<file path="src/rtl/wdb_pkg.sv">
// Shared types, widths and constants of the working-day counter.
// No dependencies; every other file imports this package.
`timescale 1ns / 1ps

package wdb_pkg;

	localparam int DAY_W   = 5;
	localparam int MON_W   = 4;
	localparam int YEAR_W  = 14;
	localparam int MASK_W  = 7;
	localparam int WD_W    = 3;
	localparam int CNT_W   = 22;
	localparam int SER_W   = 23;
	localparam int Q100_W  = 8;
	localparam int MOFS_W  = 9;
	localparam int LEN_W   = 5;

	// Quotient by 100 as a reciprocal multiply, exact for every 14-bit value.
	localparam int                DIV100_SHIFT = 19;
	localparam logic [12:0]       DIV100_MUL   = 13'd5243;
	localparam int                PROD100_W    = YEAR_W + 13;

	// Quotient by 7 as a reciprocal multiply, exact for every 23-bit value.
	localparam int                DIV7_SHIFT = 28;
	localparam logic [25:0]       DIV7_MUL   = 26'd38347923;
	localparam int                PROD7_W    = SER_W + 26;
	localparam int                Q7_W       = PROD7_W - DIV7_SHIFT;

	// Serial counts from March 1 of year 0, which fell on a Wednesday.
	localparam logic [SER_W-1:0]  WD_OFFSET  = SER_W'(3);

	localparam logic [MASK_W-1:0] MASK_RESET = 7'h60;
	localparam logic [CNT_W-1:0]  COUNT_MAX  = '1;

	typedef struct packed {
		logic s1;
		logic s2;
		logic s3;
		logic s4;
		logic s5;
	} wdb_adv_t;

	typedef struct packed {
		logic [CNT_W-1:0] working_days;
		logic [WD_W-1:0]  start_weekday;
		logic [WD_W-1:0]  end_weekday;
		logic             date_error;
	} wdb_res_t;

	// Days before the first of a month, months counted from March as 0.
	function automatic logic [MOFS_W-1:0] month_offset(input logic [MON_W-1:0] mm);
		logic [MOFS_W-1:0] ofs;
		unique case (mm)
			4'd0:    ofs = 9'd0;
			4'd1:    ofs = 9'd31;
			4'd2:    ofs = 9'd61;
			4'd3:    ofs = 9'd92;
			4'd4:    ofs = 9'd122;
			4'd5:    ofs = 9'd153;
			4'd6:    ofs = 9'd184;
			4'd7:    ofs = 9'd214;
			4'd8:    ofs = 9'd245;
			4'd9:    ofs = 9'd275;
			4'd10:   ofs = 9'd306;
			4'd11:   ofs = 9'd337;
			default: ofs = 9'd0;
		endcase
		return ofs;
	endfunction

	// Length of a calendar month; a month number outside 1 to 12 has none.
	function automatic logic [LEN_W-1:0] month_len(input logic [MON_W-1:0] m,
			input logic leap);
		logic [LEN_W-1:0] len;
		unique case (m)
			4'd1, 4'd3, 4'd5, 4'd7, 4'd8, 4'd10, 4'd12: len = 5'd31;
			4'd4, 4'd6, 4'd9, 4'd11:                   len = 5'd30;
			4'd2:                                      len = leap ? 5'd29 : 5'd28;
			default:                                   len = 5'd0;
		endcase
		return len;
	endfunction

endpackage

</file>
<file path="src/rtl/wdb_if.sv">
// Valid/ready channel interfaces for queries and results of the counter.
// Depends on wdb_pkg for field widths.
`timescale 1ns / 1ps

interface wdb_query_if import wdb_pkg::*; ();
	logic              valid;
	logic              ready;
	logic [DAY_W-1:0]  start_day;
	logic [MON_W-1:0]  start_month;
	logic [YEAR_W-1:0] start_year;
	logic [DAY_W-1:0]  end_day;
	logic [MON_W-1:0]  end_month;
	logic [YEAR_W-1:0] end_year;

	modport source (output valid, start_day, start_month, start_year,
		end_day, end_month, end_year, input ready);
	modport sink (input valid, start_day, start_month, start_year,
		end_day, end_month, end_year, output ready);
endinterface

interface wdb_result_if import wdb_pkg::*; ();
	logic             valid;
	logic             ready;
	logic [CNT_W-1:0] working_days;
	logic [WD_W-1:0]  start_weekday;
	logic [WD_W-1:0]  end_weekday;
	logic             date_error;

	modport source (output valid, working_days, start_weekday, end_weekday,
		date_error, input ready);
	modport sink (input valid, working_days, start_weekday, end_weekday,
		date_error, output ready);
endinterface

</file>
<file path="src/rtl/working_days_between_dates_top.sv">
// Working-day counter between two Gregorian dates; uses wdb_pkg, wdb_if, wdb_date, wdb_count.
// A query passes through register stages s1 to s5 in order; its result is offered from s5.
// Throughput: one query per cycle through five register stages; each stage holds
// while the one after it is full and stalled, so bubbles are filled under back-pressure.
// Reset clears every stage valid bit and loads the weekend mask with Friday and Saturday.
`timescale 1ns / 1ps

module working_days_between_dates_top import wdb_pkg::*; #(
	parameter int MAX_YEAR = 9999
) (
	input  logic              clk,
	input  logic              arst_n,
	wdb_query_if.sink         query,
	wdb_result_if.source      result,
	input  logic              cfg_we,
	input  logic [MASK_W-1:0] cfg_wdata
);

	logic [MASK_W-1:0] mask_q;
	logic              v_s1, v_s2, v_s3, v_s4, v_s5;
	wdb_adv_t          adv;

	always_ff @(posedge clk or negedge arst_n) begin
		if (!arst_n) begin
			mask_q <= MASK_RESET;
		end else if (cfg_we) begin
			mask_q <= cfg_wdata;
		end
	end

	// A stage loads when it is empty or when the next stage loads too.
	always_comb begin
		adv.s5 = !v_s5 || result.ready;
		adv.s4 = !v_s4 || adv.s5;
		adv.s3 = !v_s3 || adv.s4;
		adv.s2 = !v_s2 || adv.s3;
		adv.s1 = !v_s1 || adv.s2;
	end

	assign query.ready = adv.s1;

	always_ff @(posedge clk or negedge arst_n) begin
		if (!arst_n) begin
			v_s1 <= 1'b0;
			v_s2 <= 1'b0;
			v_s3 <= 1'b0;
			v_s4 <= 1'b0;
			v_s5 <= 1'b0;
		end else begin
			if (adv.s1) v_s1 <= query.valid;
			if (adv.s2) v_s2 <= v_s1;
			if (adv.s3) v_s3 <= v_s2;
			if (adv.s4) v_s4 <= v_s3;
			if (adv.s5) v_s5 <= v_s4;
		end
	end

	logic             start_ok_s2, end_ok_s2, start_ok_s4, end_ok_s4;
	logic [SER_W-1:0] start_serial_s2, end_serial_s2;
	logic [WD_W-1:0]  start_wd_s4, end_wd_s4;
	wdb_res_t         res_s5;

	wdb_date #(.MAX_YEAR(MAX_YEAR)) u_start (
		.clk        (clk),
		.adv        (adv),
		.day        (query.start_day),
		.month      (query.start_month),
		.year       (query.start_year),
		.ok_s2      (start_ok_s2),
		.serial_s2  (start_serial_s2),
		.ok_s4      (start_ok_s4),
		.weekday_s4 (start_wd_s4)
	);

	wdb_date #(.MAX_YEAR(MAX_YEAR)) u_end (
		.clk        (clk),
		.adv        (adv),
		.day        (query.end_day),
		.month      (query.end_month),
		.year       (query.end_year),
		.ok_s2      (end_ok_s2),
		.serial_s2  (end_serial_s2),
		.ok_s4      (end_ok_s4),
		.weekday_s4 (end_wd_s4)
	);

	wdb_count u_count (
		.clk             (clk),
		.adv             (adv),
		.mask            (mask_q),
		.start_ok_s2     (start_ok_s2),
		.end_ok_s2       (end_ok_s2),
		.start_serial_s2 (start_serial_s2),
		.end_serial_s2   (end_serial_s2),
		.start_ok_s4     (start_ok_s4),
		.end_ok_s4       (end_ok_s4),
		.start_wd_s4     (start_wd_s4),
		.end_wd_s4       (end_wd_s4),
		.res_s5          (res_s5)
	);

	assign result.valid         = v_s5;
	assign result.working_days  = res_s5.working_days;
	assign result.start_weekday = res_s5.start_weekday;
	assign result.end_weekday   = res_s5.end_weekday;
	assign result.date_error    = res_s5.date_error;

	// An invalid date never carries a nonzero count.
	a_error_zero: assert property (@(posedge clk) disable iff (!arst_n)
		result.valid && result.date_error |-> result.working_days == '0)
		else $error("date error with nonzero working day count");

	// The weekday remainder stays in range.
	a_weekday_range: assert property (@(posedge clk) disable iff (!arst_n)
		result.valid |-> (result.start_weekday != 3'd7) && (result.end_weekday != 3'd7))
		else $error("weekday out of range");

	// A full, stalled pipeline takes no new query.
	a_full_stall: assert property (@(posedge clk) disable iff (!arst_n)
		v_s1 && v_s2 && v_s3 && v_s4 && v_s5 && !result.ready |-> !query.ready)
		else $error("query taken while pipeline full and stalled");

	// Every query transfer occupies the first stage on the next cycle.
	a_enter: assert property (@(posedge clk) disable iff (!arst_n)
		query.valid && query.ready |=> v_s1)
		else $error("transferred query lost at stage one");

endmodule

</file>
<file path="src/rtl/wdb_date.sv">
// Per-date pipeline: validity check, day serial and weekday of one date.
// Depends on wdb_pkg; stepped by the stage enables of the top level.
`timescale 1ns / 1ps

module wdb_date import wdb_pkg::*; #(
	parameter int MAX_YEAR = 9999
) (
	input  logic              clk,
	input  wdb_adv_t          adv,
	input  logic [DAY_W-1:0]  day,
	input  logic [MON_W-1:0]  month,
	input  logic [YEAR_W-1:0] year,
	output logic              ok_s2,
	output logic [SER_W-1:0]  serial_s2,
	output logic              ok_s4,
	output logic [WD_W-1:0]   weekday_s4
);

	localparam logic [YEAR_W:0] YEAR_CAP = (YEAR_W+1)'(MAX_YEAR);

	// Stage 1: shift January and February to the end of the previous year.
	logic                 jan_feb;
	logic [YEAR_W-1:0]    yy;
	logic [MON_W-1:0]     mm;
	logic [PROD100_W-1:0] prod_y;
	logic [PROD100_W-1:0] prod_yy;

	logic [DAY_W-1:0]  day_s1;
	logic [MON_W-1:0]  month_s1;
	logic [YEAR_W-1:0] year_s1;
	logic [YEAR_W-1:0] yy_s1;
	logic [MON_W-1:0]  mm_s1;
	logic [Q100_W-1:0] qy_s1;
	logic [Q100_W-1:0] qyy_s1;

	always_comb begin
		jan_feb = (month <= MON_W'(2));
		yy      = year - YEAR_W'(jan_feb);
		mm      = jan_feb ? month + MON_W'(9) : month - MON_W'(3);
		prod_y  = PROD100_W'(year) * PROD100_W'(DIV100_MUL);
		prod_yy = PROD100_W'(yy) * PROD100_W'(DIV100_MUL);
	end

	always_ff @(posedge clk) begin
		if (adv.s1) begin
			day_s1   <= day;
			month_s1 <= month;
			year_s1  <= year;
			yy_s1    <= yy;
			mm_s1    <= mm;
			qy_s1    <= prod_y[DIV100_SHIFT +: Q100_W];
			qyy_s1   <= prod_yy[DIV100_SHIFT +: Q100_W];
		end
	end

	// Stage 2: leap year, month length, range checks and the day serial.
	logic              cent;
	logic              leap;
	logic [LEN_W-1:0]  len;
	logic              ok;
	logic [SER_W-1:0]  serial;

	always_comb begin
		cent = (year_s1 == YEAR_W'(YEAR_W'(qy_s1) * YEAR_W'(100)));
		leap = cent ? (qy_s1[1:0] == 2'b00) : (year_s1[1:0] == 2'b00);
		len  = month_len(month_s1, leap);
		ok   = (year_s1 != '0) && ({1'b0, year_s1} <= YEAR_CAP)
			&& (day_s1 != '0) && (day_s1 <= len);
		serial = SER_W'(yy_s1) * SER_W'(365) + SER_W'(yy_s1 >> 2)
			- SER_W'(qyy_s1) + SER_W'(qyy_s1 >> 2)
			+ SER_W'(month_offset(mm_s1)) + SER_W'(day_s1) - SER_W'(1);
	end

	always_ff @(posedge clk) begin
		if (adv.s2) begin
			ok_s2     <= ok;
			serial_s2 <= serial;
		end
	end

	// Stage 3: quotient of the shifted serial by seven.
	logic [SER_W-1:0]   sp3;
	logic [PROD7_W-1:0] prod7;
	logic               ok_s3;
	logic [SER_W-1:0]   sp3_s3;
	logic [Q7_W-1:0]    q7_s3;

	always_comb begin
		sp3   = serial_s2 + WD_OFFSET;
		prod7 = PROD7_W'(sp3) * PROD7_W'(DIV7_MUL);
	end

	always_ff @(posedge clk) begin
		if (adv.s3) begin
			ok_s3  <= ok_s2;
			sp3_s3 <= sp3;
			q7_s3  <= prod7[PROD7_W-1:DIV7_SHIFT];
		end
	end

	// Stage 4: the remainder is below seven, so s - 7q equals s + q modulo 8.
	always_ff @(posedge clk) begin
		if (adv.s4) begin
			ok_s4      <= ok_s3;
			weekday_s4 <= ok_s3 ? WD_W'(sp3_s3[WD_W-1:0] + q7_s3[WD_W-1:0]) : '0;
		end
	end

endmodule

</file>
<file path="src/rtl/wdb_count.sv">
// Day difference, whole weeks and partial week, and the result register.
// Depends on wdb_pkg; fed by the two wdb_date pipelines.
`timescale 1ns / 1ps

module wdb_count import wdb_pkg::*; (
	input  logic              clk,
	input  wdb_adv_t          adv,
	input  logic [MASK_W-1:0] mask,
	input  logic              start_ok_s2,
	input  logic              end_ok_s2,
	input  logic [SER_W-1:0]  start_serial_s2,
	input  logic [SER_W-1:0]  end_serial_s2,
	input  logic              start_ok_s4,
	input  logic              end_ok_s4,
	input  logic [WD_W-1:0]   start_wd_s4,
	input  logic [WD_W-1:0]   end_wd_s4,
	output wdb_res_t          res_s5
);

	localparam int BASE_W = Q7_W + WD_W;

	// Stage 3: span in days and its quotient by seven.
	logic [SER_W-1:0]   span;
	logic [PROD7_W-1:0] prod7;
	logic               pos_s3;
	logic [SER_W-1:0]   span_s3;
	logic [Q7_W-1:0]    weeks_s3;

	always_comb begin
		span  = end_serial_s2 - start_serial_s2;
		prod7 = PROD7_W'(span) * PROD7_W'(DIV7_MUL);
	end

	always_ff @(posedge clk) begin
		if (adv.s3) begin
			pos_s3   <= start_ok_s2 && end_ok_s2 && (end_serial_s2 > start_serial_s2);
			span_s3  <= span;
			weeks_s3 <= prod7[PROD7_W-1:DIV7_SHIFT];
		end
	end

	// Stage 4: leftover days and the number of working weekdays per week.
	logic [WD_W-1:0] marked;
	logic            pos_s4;
	logic [Q7_W-1:0] weeks_s4;
	logic [WD_W-1:0] rem_s4;
	logic [WD_W-1:0] free_s4;

	always_comb begin
		marked = '0;
		for (int k = 0; k < MASK_W; k++) begin
			marked = marked + WD_W'(mask[k]);
		end
	end

	always_ff @(posedge clk) begin
		if (adv.s4) begin
			pos_s4   <= pos_s3;
			weeks_s4 <= weeks_s3;
			rem_s4   <= WD_W'(span_s3[WD_W-1:0] + weeks_s3[WD_W-1:0]);
			free_s4  <= WD_W'(3'd7 - marked);
		end
	end

	// Stage 5: whole weeks times free days plus the partial week from the start weekday.
	logic [WD_W-1:0]   partial;
	logic [WD_W:0]     wd_sum;
	logic [BASE_W-1:0] total;
	logic [CNT_W-1:0]  count;

	always_comb begin
		partial = '0;
		for (int k = 0; k < MASK_W; k++) begin
			wd_sum = (WD_W+1)'(start_wd_s4) + (WD_W+1)'(k);
			if (wd_sum >= (WD_W+1)'(7)) begin
				wd_sum = wd_sum - (WD_W+1)'(7);
			end
			if ((WD_W'(k) < rem_s4) && !mask[wd_sum[WD_W-1:0]]) begin
				partial = partial + WD_W'(1);
			end
		end
		total = BASE_W'(weeks_s4) * BASE_W'(free_s4) + BASE_W'(partial);
		if (!pos_s4) begin
			count = '0;
		end else if (total > BASE_W'(COUNT_MAX)) begin
			count = COUNT_MAX;
		end else begin
			count = total[CNT_W-1:0];
		end
	end

	always_ff @(posedge clk) begin
		if (adv.s5) begin
			res_s5.working_days  <= count;
			res_s5.start_weekday <= start_wd_s4;
			res_s5.end_weekday   <= end_wd_s4;
			res_s5.date_error    <= !(start_ok_s4 && end_ok_s4);
		end
	end

endmodule
</file>
<file path="src/flat_wrapper.sv">
// flat-port wrapper written by rule: the top's interface ports become plain ports
module working_days_between_dates_top_flat import wdb_pkg::*;
#(
	parameter int MAX_YEAR = 9999
)
  (clk, arst_n, cfg_we, cfg_wdata, query_valid, query_start_day, query_start_month, query_start_year, query_end_day, query_end_month, query_end_year, query_ready, result_valid, result_working_days, result_start_weekday, result_end_weekday, result_date_error, result_ready);
  wdb_query_if query_i ();
  wdb_result_if result_i ();
  input  logic clk;
  input  logic arst_n;
  input  logic cfg_we;
  input  logic [MASK_W-1:0] cfg_wdata;
  input wire logic [$bits(query_i.valid)-1:0] query_valid;
  input wire logic [$bits(query_i.start_day)-1:0] query_start_day;
  input wire logic [$bits(query_i.start_month)-1:0] query_start_month;
  input wire logic [$bits(query_i.start_year)-1:0] query_start_year;
  input wire logic [$bits(query_i.end_day)-1:0] query_end_day;
  input wire logic [$bits(query_i.end_month)-1:0] query_end_month;
  input wire logic [$bits(query_i.end_year)-1:0] query_end_year;
  output wire logic [$bits(query_i.ready)-1:0] query_ready;
  output wire logic [$bits(result_i.valid)-1:0] result_valid;
  output wire logic [$bits(result_i.working_days)-1:0] result_working_days;
  output wire logic [$bits(result_i.start_weekday)-1:0] result_start_weekday;
  output wire logic [$bits(result_i.end_weekday)-1:0] result_end_weekday;
  output wire logic [$bits(result_i.date_error)-1:0] result_date_error;
  input wire logic [$bits(result_i.ready)-1:0] result_ready;
  assign query_i.valid = query_valid;
  assign query_i.start_day = query_start_day;
  assign query_i.start_month = query_start_month;
  assign query_i.start_year = query_start_year;
  assign query_i.end_day = query_end_day;
  assign query_i.end_month = query_end_month;
  assign query_i.end_year = query_end_year;
  assign query_ready = query_i.ready;
  assign result_valid = result_i.valid;
  assign result_working_days = result_i.working_days;
  assign result_start_weekday = result_i.start_weekday;
  assign result_end_weekday = result_i.end_weekday;
  assign result_date_error = result_i.date_error;
  assign result_i.ready = result_ready;
  working_days_between_dates_top #(.MAX_YEAR(MAX_YEAR)) u_core (.clk(clk), .arst_n(arst_n), .query(query_i), .result(result_i), .cfg_we(cfg_we), .cfg_wdata(cfg_wdata));
endmodule
</file>
<file path="config.mk">
export PLATFORM = sky130hd
export DESIGN_NAME = working_days_between_dates_top_flat
export DESIGN_NICKNAME = d
export VERILOG_FILES = /design/src/rtl/wdb_pkg.sv /design/src/rtl/wdb_if.sv /design/src/rtl/working_days_between_dates_top.sv /design/src/rtl/wdb_date.sv /design/src/rtl/wdb_count.sv /design/src/flat_wrapper.sv
export SDC_FILE = /design/constraint.sdc
export NUM_CORES = 2
export LEC_CHECK = 0
export CAP_MARGIN = 5
export CORE_UTILIZATION = 60
export DETAILED_ROUTE_END_ITERATION = 8
export DONT_BUFFER_PORTS = 1
export PLACE_DENSITY = 0.74
export RECOVER_POWER = 25
export SLEW_MARGIN = 30
export SYNTH_ARGS = -nofsm -noshare
export SYNTH_HDL_FRONTEND = slang
export SYNTH_SLANG_ARGS = --single-unit
</file>
<file path="constraint.sdc">
create_clock -name clk -period 17.74 [get_ports clk]
set_input_delay 1.774 -clock clk [delete_from_list [all_inputs] [get_ports clk]]
set_output_delay 1.774 -clock clk [all_outputs]
set_load 0.005 [all_outputs]
</file>
==> reports/metrics.yaml <==
status: "complete, but fails checks"
violations: "max-capacitance violations, max-slew violations"
r2r-start: "u_core.u_end.serial_s2[0]$_DFFE_PP_"
vias: 34680
met2_usage: 0.4492
rows: 110
path_buf_inv: 3
wl_per_cell_um: 16.67
min_from: "u_core.u_count.weeks_s3[14]$_DFFE_PP_"
tns_ps: 0
htree_levels: 2
netlist.area_leader.share: 0.2932
hold_viol: 0
nFillCells: 7077
cap_viol_max_count: 1
diodes: 0
r2r-end: "u_core.u_count.weeks_s3[17]$_DFFE_PP_"
r2r_slack_ps: 8130
drc: 0
grt_pass1_wl_mm: 183.7
ios: 89
crit_fanout: 13
ys_warn_count: 0
die_h_um: 304.2
grt_max_degree: 60
synth_top_area_cell: "ha_1"
groute.layer.met3.usage: 0.02549
clk_latency_ps: 600
drive_gt1_frac: 0.02859
ys_top_cells_by_count: "1369 x inv_1, 1284 x ha_1, 753 x fa_1"
fmax_mhz: 104.0
synth_edf_count: 266
fin_crit_sh: 0.5418
slowest_stage: "fa_1"
syn_area_per_cell_um2: 10.49
die_width_um: 304.2
synthDistinctLibCells: 92
setup_viol: 0
synthFlopType: "edfxtp_1"
worst_pin_slew_ps: 1901
grtUsageMet1: 0.3004
startpoint_type: "flip-flop"
clkTransAtPathRegs_ps: 60
start_util: 0.6069
routed_wl_mm: 107.7
path_depth: 31
core-area_um2: 90290
rsz0062_at_grt: "no"
antenna_found_initial: 1
clockBufferDepth: 3
busiest_layer: "met2"
grtUsageTotal: 0.2449
multi_input_area_um2: 40950
area_delta_synth_final_pct: 5.227
ys_seq_area_frac: 0.1579
dp_hpwl_mm: 94.36
whs_path_depth: 0
synth_area_leaders: "ha_1 29%, fa_1 28%, edfxtp_1 15%, inv_1 9.4%, xnor2_1 3.5%"
cpMostUsedCell: "fa_1"
cp.required_ps: 18070
critPathMaxStageDelay_ps: 570
rr_worst_depth: 31
seqCellArea_um2: 8651
cts_tree: "done"
firstDrtPassIters: 5
cts_made_buffers: 39
final_nets: 7347
die_area_um2: 92540
gp_congestion: 0.8956
grt_pass1_vias: 37900
crit_arrival_ps: 9940
crit_family: "adder cells"
critPathKind: "flip-flop to flip-flop"
synthesis.nets: 7321
cts_sinks: 296
post_cts_buffers: 0
final_antenna_net_count: 0
synth_seq_cells: 296
max_slew_margin: -0.2676
grt.overflow.total: 0
endpoint_kind: "flip-flop"
syn_inst: 5226
drt-initial-drc-count: 1491
routed_via_density: 5.369
root_buffer: "clkbuf_16"
async_reset_ff_frac: 0.04054
cts_resized: 0
min_path_type: "flip-flop to flip-flop"
synth.most_common_cell: "inv_1"
hold_buffers: 0
port-buffer-count: 0
slew_violations: 38
worst_hold_path.endpoint: "u_core.u_count.weeks_s4[14]$_DFFE_PP_"
min_period_ps: 9611
fin_worst_skew_ps: 30.73
syn_area_um2: 54800
sequential cells by signal, indices dropped and copies added, names as in the netlist, 8 cells and up, named ones only:
register                  flops
u_core.u_end.serial_s2       23
u_core.u_start.year_s1       14
u_core.u_start.qy_s1          8
u_core.u_start.qyy_s1         8
u_core.u_end.qy_s1            8
u_core.u_end.qyy_s1           8
u_core.u_count.weeks_s3      21
u_core.u_start.serial_s2     23
u_core.u_count.weeks_s4      21
u_core.u_count.res_s5        29
u_core.u_end.year_s1         14
u_core.u_start.yy_s1         14
u_core.u_end.yy_s1           14
cell type report:
class,instances,area share
Tap cell,1176,0.02552
Sequential cell,296,0.1500
Timing Repair Buffer,19,0.002213
Multi-Input combinational cell,3526,0.7103
Inverter,1370,0.08919
Clock inverter,24,0.004969
Clock buffer,47,0.01779
routing by layer:
layer | share of wire | vias to the layer above
met5 | 0 | -
met4 | 0.032 | 0
met3 | 0.030 | 181
met2 | 0.51 | 552
met1 | 0.42 | 17000
li1 | - | 16950
cell families (layout without fill, tap and decap cells):
group / Yosys count / count (layout) / synth area share
buffers and inverters: 1404 / 1460 / 0.09631
adders and majority gates: 2037 / 2037 / 0.5683
AOI/OAI and AO/OA: 526 / 526 / 0.06533
and+or+nand+nor: 641 / 641 / 0.05795
DFF: 296 / 296 / 0.1579
xor gates and xnor gates: 289 / 289 / 0.04704
muxes: 33 / 33 / 0.007193
worst register-to-register path: cells and delay by family, from the launching register on:
kind	cells	cell delay, ps
and+or+nand+nor	4	1000
adders and majority gates	9	3920
AOI/OAI and AO/OA	14	3280
DFF	1	400
xor gates and xnor gates	1	130
buffers and inverters	3	620
worst max-delay path by stage:
| stage | slack (ps) | end | from |
|---|---|---|---|
| after detailed placement | 8150 | u_core.u_count.weeks_s3[17]$_DFFE_PP_ | u_core.u_end.serial_s2[0]$_DFFE_PP_ |
| after floorplan | 9110 | query_ready | result_ready |
| after global placement | 8460 | u_core.u_count.weeks_s3[20]$_DFFE_PP_ | u_core.u_end.serial_s2[0]$_DFFE_PP_ |
| final | 8130 | u_core.u_count.weeks_s3[17]$_DFFE_PP_ | u_core.u_end.serial_s2[0]$_DFFE_PP_ |
| after global routing | 7530 | u_core.u_count.weeks_s3[20]$_DFFE_PP_ | u_core.u_end.serial_s2[0]$_DFFE_PP_ |
| after CTS | 8100 | u_core.u_count.weeks_s3[17]$_DFFE_PP_ | u_core.u_end.serial_s2[0]$_DFFE_PP_ |
layout by cell type (no fill, tap or decap), types with 61 or more instances in the layout:
cell type / count
nor2_1: 119
a21o_1: 79
a21oi_1: 130
xor2_1: 68
ha_1: 1284
nor3_1: 61
edfxtp_1: 266
nand2_1: 176
inv_1: 1368
o21ai_0: 103
xnor2_1: 209
fa_1: 753
through the flow:
| step | std cells | setup WS (ps) | hold WS (ps) | instance area (um2) | utilization |
|---|---|---|---|---|---|
| after floorplan | 5226 | 9112 | 400.3 | 54800 | - |
| after CTS | 6458 | 8097 | 412.1 | 57640 | 0.6384 |
| after global routing | 6458 | 7534 | 421.9 | 57660 | 0.6386 |
| after detailed placement | 6387 | 8147 | 404.5 | 56320 | 0.6238 |
| after global placement | 6387 | 8457 | 400.7 | 56290 | 0.6234 |
| final | 6458 | 8129 | 409.8 | 57660 | 0.6386 |
Power is left out: the tool's default activity adds up to more than one toggle a clock period on the data nets, which glitch-free logic cannot reach.
